===== src/design/erp_pkg.sv =====
package erp_pkg;

   // Build-time sizing
   localparam int MAX_STEPS      = 32;
   localparam int BEAT_INT_BITS  = 24;
   localparam int BEAT_FRAC_BITS = 16;

   localparam int BEAT_W   = BEAT_INT_BITS + BEAT_FRAC_BITS;
   localparam int STEP_W   = $clog2(MAX_STEPS + 1);
   localparam int REM_W    = $clog2(2 * MAX_STEPS);
   localparam int IBEAT_W  = BEAT_INT_BITS + 1;
   localparam int PROD_W   = 2 * STEP_W;
   localparam int MOD_W    = (IBEAT_W > PROD_W) ? IBEAT_W : PROD_W;
   localparam int CNT_W    = $clog2(MOD_W + 1);
   localparam int TURN_W   = 16;
   localparam int ROT_W    = TURN_W + STEP_W;
   localparam int FSUM_W   = ROT_W + BEAT_FRAC_BITS + 1;
   localparam int CARRY_W  = FSUM_W - (BEAT_FRAC_BITS + TURN_W);

   // Register and field widths
   localparam int STEP_CSR_W   = 6;
   localparam int PULSE_CSR_W  = 6;
   localparam int CHANCE_W     = 17;
   localparam int FLAGS_W      = 3;
   localparam int MODE_W       = 2;
   localparam int PWORD_W      = 27;
   localparam int NWORD_W      = 11;
   localparam int CSR_DATA_W   = 27;
   localparam int CSR_IDX_W    = 3;
   localparam int PITCH_W      = 7;
   localparam int RAND_W       = 16;
   localparam int SPAN_W       = 8;
   localparam int CHAN_W       = 5;

   localparam int REQ_FIELDS_W = BEAT_W + 1 + PITCH_W + RAND_W + RAND_W;
   localparam int REQ_DATA_W   = ((REQ_FIELDS_W + 7) / 8) * 8;
   localparam int RSP_FIELDS_W = CHAN_W + PITCH_W + PITCH_W;
   localparam int RSP_DATA_W   = ((RSP_FIELDS_W + 7) / 8) * 8;

   // Reset values
   localparam logic [STEP_CSR_W-1:0]  STEP_RST   = 6'd16;
   localparam logic [PULSE_CSR_W-1:0] PULSE_RST  = 6'd4;
   localparam logic [TURN_W-1:0]      TURN_RST   = 16'd0;
   localparam logic [CHANCE_W-1:0]    CHANCE_RST = 17'd65536;
   localparam logic [FLAGS_W-1:0]     FLAGS_RST  = 3'd1;
   localparam logic [MODE_W-1:0]      MODE_RST   = 2'd0;
   localparam logic [PWORD_W-1:0]     PWORD_RST  = 27'd60;
   localparam logic [NWORD_W-1:0]     NWORD_RST  = 11'd100;

   typedef enum logic [CSR_IDX_W-1:0] {
      CSR_STEP_COUNT  = 3'd0,
      CSR_PULSE_COUNT = 3'd1,
      CSR_ROTATE_TURN = 3'd2,
      CSR_FIRE_CHANCE = 3'd3,
      CSR_VOICE_FLAGS = 3'd4,
      CSR_PITCH_MODE  = 3'd5,
      CSR_PITCH_WORD  = 3'd6,
      CSR_NOTE_WORD   = 3'd7
   } csr_index_type;

   typedef enum logic [MODE_W-1:0] {
      PITCH_FIXED    = 2'd0,
      PITCH_RELATIVE = 2'd1,
      PITCH_RANDOM   = 2'd2
   } pitch_mode_type;

   typedef enum logic [2:0] {
      ST_IDLE,
      ST_MULT,
      ST_SUM,
      ST_CHECK,
      ST_MOD_IDX,
      ST_PROD,
      ST_MOD_ONSET,
      ST_EMIT
   } state_type;

   typedef struct packed {
      logic busy;
      logic done;
   } mod_status_type;

   // Zero steps act as one, too many saturate
   function automatic logic [STEP_W-1:0] eff_steps(input logic [STEP_CSR_W-1:0] sc);
      logic [STEP_W-1:0] res;
      if (sc == '0) begin
         res = STEP_W'(1);
      end else if (int'(sc) > MAX_STEPS) begin
         res = STEP_W'(MAX_STEPS);
      end else begin
         res = STEP_W'(sc);
      end
      return res;
   endfunction

endpackage


===== src/design/erp_serial_mod.sv =====
module erp_serial_mod (
   input  logic                         clock,
   input  logic                         reset,
   input  logic                         start,
   input  logic [erp_pkg::MOD_W-1:0]    dividend,   // left-aligned, MSB first
   input  logic [erp_pkg::CNT_W-1:0]    bit_count,
   input  logic [erp_pkg::REM_W-1:0]    divisor,
   output logic [erp_pkg::REM_W-1:0]    remainder,
   output erp_pkg::mod_status_type      status
);
   import erp_pkg::*;

   logic [MOD_W-1:0] shift_ff, shift_in;
   logic [REM_W-1:0] rem_ff, rem_in;
   logic [CNT_W-1:0] cnt_ff, cnt_in;
   logic             run_ff, run_in;
   logic             done_ff, done_in;
   logic [REM_W-1:0] trial;

   // Remainder stays below the divisor, so its top bit is always clear
   assign trial = {rem_ff[REM_W-2:0], shift_ff[MOD_W-1]};

   always_comb begin
      shift_in = shift_ff;
      rem_in   = rem_ff;
      cnt_in   = cnt_ff;
      run_in   = run_ff;
      done_in  = 1'b0;
      if (start) begin
         shift_in = dividend;
         rem_in   = '0;
         cnt_in   = bit_count;
         run_in   = (bit_count != '0);
         done_in  = (bit_count == '0);
      end else if (run_ff) begin
         shift_in = shift_ff << 1;
         rem_in   = (trial >= divisor) ? (trial - divisor) : trial;
         cnt_in   = cnt_ff - CNT_W'(1);
         if (cnt_ff == CNT_W'(1)) begin
            run_in  = 1'b0;
            done_in = 1'b1;
         end
      end
   end

   always_ff @(posedge clock) begin
      shift_ff <= shift_in;
      rem_ff   <= rem_in;
      cnt_ff   <= cnt_in;
      if (reset) begin
         run_ff  <= 1'b0;
         done_ff <= 1'b0;
      end else begin
         run_ff  <= run_in;
         done_ff <= done_in;
      end
   end

   assign remainder   = rem_ff;
   assign status.busy = run_ff;
   assign status.done = done_ff;

endmodule


===== src/design/erp_pitch.sv =====
module erp_pitch (
   input  logic                          clock,
   input  logic [erp_pkg::MODE_W-1:0]    pitch_mode,
   input  logic [erp_pkg::PWORD_W-1:0]   pitch_word,
   input  logic [erp_pkg::PITCH_W-1:0]   reference_pitch,
   input  logic [erp_pkg::RAND_W-1:0]    pitch_random,
   output logic [erp_pkg::PITCH_W-1:0]   note_pitch
);
   import erp_pkg::*;

   logic [PITCH_W-1:0]         rnd_a, rnd_b, rnd_lo, rnd_hi;
   logic [SPAN_W-1:0]          span;
   logic [RAND_W+SPAN_W-1:0]   scaled_ff, scaled_in;
   logic signed [PITCH_W+1:0]  rel_sum;
   logic [PITCH_W-1:0]         rel_pitch;
   logic [PITCH_W-1:0]         rnd_pitch;

   assign rnd_a  = pitch_word[19:13];
   assign rnd_b  = pitch_word[26:20];
   assign rnd_lo = (rnd_b < rnd_a) ? rnd_b : rnd_a;
   assign rnd_hi = (rnd_b < rnd_a) ? rnd_a : rnd_b;
   assign span   = SPAN_W'(rnd_hi) - SPAN_W'(rnd_lo) + SPAN_W'(1);

   // Register the product; its inputs hold steady while a beat is in work
   assign scaled_in = (RAND_W+SPAN_W)'(pitch_random) * (RAND_W+SPAN_W)'(span);

   always_ff @(posedge clock) begin
      scaled_ff <= scaled_in;
   end

   // Scaled value is below span, so it fits the pitch width
   assign rnd_pitch = rnd_lo + scaled_ff[RAND_W +: PITCH_W];

   always_comb begin
      rel_sum = signed'({2'b00, reference_pitch})
              + signed'({{3{pitch_word[12]}}, pitch_word[12:7]});
      if (rel_sum < 0) begin
         rel_pitch = '0;
      end else if (rel_sum > signed'((PITCH_W+2)'(127))) begin
         rel_pitch = PITCH_W'(127);
      end else begin
         rel_pitch = rel_sum[PITCH_W-1:0];
      end
   end

   always_comb begin
      case (pitch_mode_type'(pitch_mode))
         PITCH_RELATIVE: note_pitch = rel_pitch;
         PITCH_RANDOM:   note_pitch = rnd_pitch;
         default:        note_pitch = pitch_word[PITCH_W-1:0];
      endcase
   end

endmodule


===== src/design/euclidean_rhythm_trigger.sv =====
// Euclidean rhythm voice: one note-on per new integer beat at a pattern onset, if chance allows.
// Input channel req_*: one beat per host position update (beat position, solo flag,
// reference pitch, two random words). Result channel rsp_*: a note-on beat (channel,
// pitch, velocity); a beat that does not fire gives nothing on rsp_*.
// Configuration port csr_*: write enable, register index, data; write only while idle.
// A firing beat passes ST_MULT, ST_SUM and ST_CHECK; then the bit-serial remainder
// unit, one bit a cycle, runs once over the 25-bit integer beat (beat mod steps) and
// once over the 12-bit index product before the result shows on rsp_tvalid.
// A beat gated off by the voice flags retires after ST_MULT, a repeated beat after ST_CHECK.
// One beat is in work at a time, so a new beat is taken only once the last has retired.
// Reset (synchronous, active high) restores the register defaults, forgets the last
// beat and drops any result not yet taken.
// A stalled receiver holds the result in the output register; the next beat is still
// accepted and worked on, and waits before the output only if it fires too.
module euclidean_rhythm_trigger (
   input  logic                               clock,
   input  logic                               reset,
   // req_tdata: beat_position, any_solo, reference_pitch, chance_random, pitch_random
   input  logic                               req_tvalid,
   output logic                               req_tready,
   input  logic [erp_pkg::REQ_DATA_W-1:0]     req_tdata,
   // rsp_tdata: note_channel, note_pitch, note_velocity, zero fill
   output logic                               rsp_tvalid,
   input  logic                               rsp_tready,
   output logic [erp_pkg::RSP_DATA_W-1:0]     rsp_tdata,
   input  logic                               csr_wr_en,
   input  logic [erp_pkg::CSR_IDX_W-1:0]      csr_index,
   input  logic [erp_pkg::CSR_DATA_W-1:0]     csr_wdata
);
   import erp_pkg::*;

   // Configuration registers
   logic [STEP_CSR_W-1:0]  step_count_ff;
   logic [PULSE_CSR_W-1:0] pulse_count_ff;
   logic [TURN_W-1:0]      rotate_turn_ff;
   logic [CHANCE_W-1:0]    fire_chance_ff;
   logic [FLAGS_W-1:0]     voice_flags_ff;
   logic [MODE_W-1:0]      pitch_mode_ff;
   logic [PWORD_W-1:0]     pitch_word_ff;
   logic [NWORD_W-1:0]     note_word_ff;

   // Captured beat
   logic [BEAT_W-1:0]      pos_ff;
   logic                   any_solo_ff;
   logic [PITCH_W-1:0]     ref_pitch_ff;
   logic [RAND_W-1:0]      chance_rnd_ff;
   logic [RAND_W-1:0]      pitch_rnd_ff;

   // Work registers
   state_type              state_ff, state_in;
   logic [ROT_W-1:0]       rot_prod_ff;
   logic [IBEAT_W-1:0]     ibeat_ff, ibeat_in;
   logic [IBEAT_W-1:0]     last_beat_ff;
   logic                   beat_seen_ff;
   logic [STEP_W-1:0]      idx_ff;
   logic                   fire_ff;
   logic                   rsp_tvalid_ff;
   logic [RSP_DATA_W-1:0]  rsp_tdata_ff;

   // Derived values
   logic [STEP_W-1:0]      steps;
   logic [STEP_W-1:0]      pulses;
   logic                   gated;
   logic                   repeat_beat;
   logic [FSUM_W-1:0]      frac_sum;
   logic [PROD_W-1:0]      idx_prod;
   logic                   out_free;
   logic [PITCH_W-1:0]     note_pitch;
   logic [CHAN_W-1:0]      note_channel;

   // Controls from the sequencer
   logic                   accept;
   logic                   mult_en;
   logic                   sum_en;
   logic                   beat_new;
   logic                   idx_load;
   logic                   onset_start;
   logic                   fire_load;
   logic                   emit_load;

   // Remainder unit
   logic                   mod_start;
   logic [MOD_W-1:0]       mod_dividend;
   logic [CNT_W-1:0]       mod_bits;
   logic [REM_W-1:0]       mod_rem;
   mod_status_type         mod_status;

   assign steps  = eff_steps(step_count_ff);
   assign pulses = (int'(pulse_count_ff) > int'(steps)) ? steps : STEP_W'(pulse_count_ff);

   // Voice gated off: not enabled, muted, or someone else soloed
   assign gated = !voice_flags_ff[0] || voice_flags_ff[1] || (any_solo_ff && !voice_flags_ff[2]);

   assign repeat_beat = beat_seen_ff && (ibeat_ff == last_beat_ff);

   // Fraction plus rotation offset; the carry out is added to the integer beat
   assign frac_sum = (FSUM_W'(pos_ff[BEAT_FRAC_BITS-1:0]) << TURN_W)
                   + (FSUM_W'(rot_prod_ff) << BEAT_FRAC_BITS);
   assign ibeat_in = IBEAT_W'(pos_ff[BEAT_W-1:BEAT_FRAC_BITS])
                   + IBEAT_W'(frac_sum[FSUM_W-1 -: CARRY_W]);

   assign idx_prod = PROD_W'(idx_ff) * PROD_W'(pulses);

   assign out_free = !rsp_tvalid_ff || rsp_tready;

   // Next state
   always_comb begin
      state_in = state_ff;
      unique case (state_ff)
         ST_IDLE:      if (req_tvalid) state_in = ST_MULT;
         ST_MULT:      state_in = gated ? ST_IDLE : ST_SUM;
         ST_SUM:       state_in = ST_CHECK;
         ST_CHECK:     state_in = repeat_beat ? ST_IDLE : ST_MOD_IDX;
         ST_MOD_IDX:   if (mod_status.done) state_in = ST_PROD;
         ST_PROD:      state_in = ST_MOD_ONSET;
         ST_MOD_ONSET: if (mod_status.done) state_in = ST_EMIT;
         ST_EMIT:      if (!fire_ff || out_free) state_in = ST_IDLE;
         default:      state_in = ST_IDLE;
      endcase
   end

   // Sequencer outputs
   always_comb begin
      req_tready  = 1'b0;
      mult_en     = 1'b0;
      sum_en      = 1'b0;
      beat_new    = 1'b0;
      idx_load    = 1'b0;
      onset_start = 1'b0;
      fire_load   = 1'b0;
      emit_load   = 1'b0;
      unique case (state_ff)
         ST_IDLE:      req_tready  = 1'b1;
         ST_MULT:      mult_en     = !gated;
         ST_SUM:       sum_en      = 1'b1;
         ST_CHECK:     beat_new    = !repeat_beat;
         ST_MOD_IDX:   idx_load    = mod_status.done;
         ST_PROD:      onset_start = 1'b1;
         ST_MOD_ONSET: fire_load   = mod_status.done;
         ST_EMIT:      emit_load   = fire_ff && out_free;
         default:      req_tready  = 1'b0;
      endcase
   end

   assign accept = req_tvalid && req_tready;

   // Feed the remainder unit: first beat mod steps, then index product mod steps
   assign mod_start    = beat_new || onset_start;
   assign mod_dividend = onset_start ? (MOD_W'(idx_prod) << (MOD_W - PROD_W))
                                     : (MOD_W'(ibeat_ff) << (MOD_W - IBEAT_W));
   assign mod_bits     = onset_start ? CNT_W'(PROD_W) : CNT_W'(IBEAT_W);

   erp_serial_mod u_mod (
      .clock     (clock),
      .reset     (reset),
      .start     (mod_start),
      .dividend  (mod_dividend),
      .bit_count (mod_bits),
      .divisor   (REM_W'(steps)),
      .remainder (mod_rem),
      .status    (mod_status)
   );

   erp_pitch u_pitch (
      .clock           (clock),
      .pitch_mode      (pitch_mode_ff),
      .pitch_word      (pitch_word_ff),
      .reference_pitch (ref_pitch_ff),
      .pitch_random    (pitch_rnd_ff),
      .note_pitch      (note_pitch)
   );

   assign note_channel = CHAN_W'(note_word_ff[10:7]) + CHAN_W'(1);

   // Configuration writes
   always_ff @(posedge clock) begin
      if (reset) begin
         step_count_ff  <= STEP_RST;
         pulse_count_ff <= PULSE_RST;
         rotate_turn_ff <= TURN_RST;
         fire_chance_ff <= CHANCE_RST;
         voice_flags_ff <= FLAGS_RST;
         pitch_mode_ff  <= MODE_RST;
         pitch_word_ff  <= PWORD_RST;
         note_word_ff   <= NWORD_RST;
      end else if (csr_wr_en) begin
         unique case (csr_index_type'(csr_index))
            CSR_STEP_COUNT:  step_count_ff  <= csr_wdata[STEP_CSR_W-1:0];
            CSR_PULSE_COUNT: pulse_count_ff <= csr_wdata[PULSE_CSR_W-1:0];
            CSR_ROTATE_TURN: rotate_turn_ff <= csr_wdata[TURN_W-1:0];
            CSR_FIRE_CHANCE: fire_chance_ff <= csr_wdata[CHANCE_W-1:0];
            CSR_VOICE_FLAGS: voice_flags_ff <= csr_wdata[FLAGS_W-1:0];
            CSR_PITCH_MODE:  pitch_mode_ff  <= csr_wdata[MODE_W-1:0];
            CSR_PITCH_WORD:  pitch_word_ff  <= csr_wdata[PWORD_W-1:0];
            CSR_NOTE_WORD:   note_word_ff   <= csr_wdata[NWORD_W-1:0];
            default:         step_count_ff  <= step_count_ff;
         endcase
      end
   end

   // Datapath registers
   always_ff @(posedge clock) begin
      if (accept) begin
         pos_ff        <= req_tdata[BEAT_W-1:0];
         any_solo_ff   <= req_tdata[BEAT_W];
         ref_pitch_ff  <= req_tdata[BEAT_W+1 +: PITCH_W];
         chance_rnd_ff <= req_tdata[BEAT_W+1+PITCH_W +: RAND_W];
         pitch_rnd_ff  <= req_tdata[BEAT_W+1+PITCH_W+RAND_W +: RAND_W];
      end
      if (mult_en) begin
         rot_prod_ff <= ROT_W'(rotate_turn_ff) * ROT_W'(steps);
      end
      if (sum_en) begin
         ibeat_ff <= ibeat_in;
      end
      if (idx_load) begin
         idx_ff <= STEP_W'(mod_rem);
      end
      if (fire_load) begin
         // Onset at index zero or a Bresenham remainder below pulses, if the chance test passes
         fire_ff <= ((idx_ff == '0) || (mod_rem < REM_W'(pulses)))
                 && (CHANCE_W'(chance_rnd_ff) < fire_chance_ff);
      end
      if (emit_load) begin
         rsp_tdata_ff <= RSP_DATA_W'({note_word_ff[PITCH_W-1:0], note_pitch, note_channel});
      end
   end

   // Control state
   always_ff @(posedge clock) begin
      if (reset) begin
         state_ff      <= ST_IDLE;
         last_beat_ff  <= '0;
         beat_seen_ff  <= 1'b0;
         rsp_tvalid_ff <= 1'b0;
      end else begin
         state_ff <= state_in;
         // Advance the last beat only on a new, ungated beat
         if (beat_new) begin
            last_beat_ff <= ibeat_ff;
            beat_seen_ff <= 1'b1;
         end
         // Hold the result until taken
         if (emit_load) begin
            rsp_tvalid_ff <= 1'b1;
         end else if (rsp_tready) begin
            rsp_tvalid_ff <= 1'b0;
         end
      end
   end

   assign rsp_tvalid = rsp_tvalid_ff;
   assign rsp_tdata  = rsp_tdata_ff;

endmodule


===== config.mk =====
export PLATFORM = sky130hd
export DESIGN_NAME = euclidean_rhythm_trigger
export DESIGN_NICKNAME = d
export VERILOG_FILES = /design/src/design/erp_pkg.sv /design/src/design/erp_serial_mod.sv /design/src/design/erp_pitch.sv /design/src/design/euclidean_rhythm_trigger.sv
export SDC_FILE = /design/constraint.sdc
export NUM_CORES = 1
export LEC_CHECK = 0
export BUFFER_PORTS_ARGS = -buffer_cell sky130_fd_sc_hd__buf_2
export CORE_MARGIN = 4
export CORE_UTILIZATION = 55
export CTS_BUF_LIST = sky130_fd_sc_hd__clkbuf_16
export DETAILED_ROUTE_END_ITERATION = 12
export GPL_ROUTABILITY_DRIVEN = 0
export GPL_TIMING_DRIVEN = 0
export HOLD_SLACK_MARGIN = 0.06
export PLACE_DENSITY = 0.73
export RECOVER_POWER = 50
export SLEW_MARGIN = 20
export SYNTH_ARGS = -nofsm -noshare
export SYNTH_HDL_FRONTEND = slang
export SYNTH_SLANG_ARGS = --single-unit

===== constraint.sdc =====
create_clock -name clock -period 19.1 [get_ports clock]
set_input_delay 2.865 -clock clock [delete_from_list [all_inputs] [get_ports clock]]
set_output_delay 2.865 -clock clock [all_outputs]
set_load 0.01 [all_outputs]

==> results.cfg <==
[outcome]
outcome = finished with violations
violations = max-capacitance violations, max-slew violations

[min_path]
hold_class = reg -> reg

[clock_network]
cts_root_buf = clkbuf_16
cts_made_buffers = 37
cts_setup_buffers = 0
cts.sink_count = 316
ctsResizeCount = 0
clk_pin_slew_ns = 0.06
cts_tree = done
clock_path_buffers = 3
cts_htree_levels = 2
hold_buffers = 0
clk_latency_ns = 0.56

[routing]
dr_total_vias = 15621
via_per_inst = 5.42
drt_first_pass_iters = 5
drt_iter0_drc = 858
route.detailed.drc = 0
wirelength_mm = 48.8
wl_per_cell_um = 16.9
ant_nets = 0

[setup_path]
cp-start-kind = flip-flop
cp.arrival_ns = 9.68
cp_slowest_cell = fa_1
endpoint_kind = flip-flop
cpPeakStageDelay_ns = 0.55
crit_type = reg -> reg
crit_required_ns = 19.53
worstPathMaxFanout = 10
r2r_setup_slack_ns = 9.85

[cells_and_area]
antenna_cells = 0
stdcell_area_mm2 = 0.0241
drive_above_1_share = 0.0884
area_growth_pct = 11.7
regArea_mm2 = 0.00816
multi_input_area_mm2 = 0.0122
final_nets = 2786
n_fill_cell = 3286

[synth]
netlist_area_mm2 = 0.0216
synth_fa_ha_area_frac = 0.251
synthArstFlopShare = 0
ys_ff_latch = 316
ys_seq_area_frac = 0.378
synth-compound-area-share = 0.0817
yosys-top-cells-area = edfxtp_1, fa_1, dfxtp_1, ha_1, nand2_1
synth_top_area_share = 0.255
synth_top_family_by_area = adder cells
synth_xor_area_frac = 0.0447
yosys.area_share.simple = 0.153
synth_edf_count = 183
yosysMostFrequentCell = nand2_1
yosysUniqueCellTypes = 63
netlist_instances = 2156
synth_mux_area_frac = 0.0342
avgSynthCellArea_um2 = 10.0
yosysWarnings = 0
synthTopCellsByCount = nand2_1, inv_1, edfxtp_1
ys.flop_type = edfxtp_1
yosys.area.top_type = edfxtp_1

[floorplanning]
dieHeight_um = 206
ios = 141
initial_utilization = 0.557
die_x_um = 206
coreArea_mm2 = 0.0387
rows = 72
die_area_mm2 = 0.0424

[power_and_ir_drop]
vdd_drop_max_v = 0.000113
powerDensity_mw_per_mm2 = 86.6
finalPower_mw = 2.08
power_leakage_nw = 10.3

[place]
port_buffers = 130
dpl.hpwl_mm = 37.3
post_dp_cell_area_mm2 = 0.0230

[grt]
grt_pass1_wl_mm = 80.3
antenna_found_initial = 0
grt_max_degree = 45
grt_pass1_vias = 16159
overflow = 0
grt_use_total = 0.234

[timing]
finClkSkew_ns = 0.0207
post-route-period-util = 0.484
tightest_slew_ns = 2.63
relSlewSlack = -0.755
final_hold_viol_count = 0
finalSetupViolCount = 0
min_period_ns = 9.25
slew_violations = 109
fmax_mhz = 108
setup_tns_ns = 0
rsz0062_at_grt = false

[run]
maxCapViolCount = 3
-- cells by family (layout without fill, tap and decap cells) --
kind of cell	Yosys count	count (layout)
mux	73	73
flops	316	316
xor+xnor	110	110
simple gates	710	710
fa+ha+maj	336	336
other cells	1	5
compound gates	290	290
buf+inv	320	523
-- power by group --
| group | internal, mW | total [mW] | switching [mW] |
|---|---|---|---|
| Sequential | 0.769 | 0.802 | 0.0333 |
| Combinational | 0.255 | 0.603 | 0.348 |
| Clock | 0.391 | 0.679 | 0.288 |
-- per-stage QoR --
step	std cells	hold slack [ns]	utilization	setup slack [ns]
finish	2881	0.437	0.622	9.85
detailed placement	2813	0.421	0.593	9.72
floorplan	2160	0.408	-	11.36
global route	2881	0.450	0.622	9.22
CTS	2880	0.435	0.623	9.65
global placement	2808	0.416	0.591	9.84
-- path summary, 6_finish.rpt --
path,startpoint,endpoint,depth (start not counted)
setup / recovery,pitch_word_ff[15],u_pitch.scaled_ff[22],35
hold / removal,note_word_ff[0],rsp_tdata[12],0
hold reg to reg,note_word_ff[0],rsp_tdata[12],0
setup reg to reg,pitch_word_ff[15],u_pitch.scaled_ff[22],35
-- final cells by class --
cell class | count | share of cell area
Buffer | 68 | 0.0115
Clock buffer | 38 | 0.0395
Clock inverter | 29 | 0.00889
Inverter | 252 | 0.0393
Multi-Input combinational cell | 1524 | 0.507
Sequential cell | 316 | 0.339
Tap cell | 518 | 0.0269
Timing Repair Buffer | 136 | 0.0284
-- state kept, by name (all words and copies together), names as in the netlist, 17 cells and up --
signal and count:
rot_prod_ff 22, last_beat_ff 25, u_mod.shift_ff 25, ibeat_ff 25
pos_ff 40, fire_chance_ff 17, pitch_word_ff 27, rsp_tdata 19
-- per-layer routing --
layer	routed length (um)	vias to the layer above	GRT usage
li1	-	7512	-
met1	21200	7604	0.310
met2	23800	409	0.401
met3	2440	96	0.0348
met4	1360	0	0.0708
met5	0	-	0
-- critical path: cells and delay by family (launching register included) --
family,cells,cell delay (ns)
buffers and inverters,7,1.13
adders and majority gates,8,3.44
DFF,1,0.37
AOI/OAI and AO/OA,17,3.81
xor gates and xnor gates,1,0.13
and+or+nand+nor,2,0.24
-- layout by cell type (no fill, tap or decap), drive strengths merged, types with 4 or more instances in the layout --
cell type  instances
buf              138
nor3              18
xnor2             64
dfxtp            133
o21bai            20
a2111oi            4
clkinv            19
a21oi            130
o21ai             54
nand4             10
a211oi            10
nor4              11
a31oi              4
clkbuf           104
o21a              10
nor2             117
a21o              26
xor2              46
fa               160
edfxtp           183
nand2            329
and3               8
nand2b            19
conb               5
and2             116
mux2               6
o211ai             7
ha               176
mux2i             67
inv              257
or3               12
nor2b             24
nand3             29
Note: power is estimated with default switching activity, not from simulation.
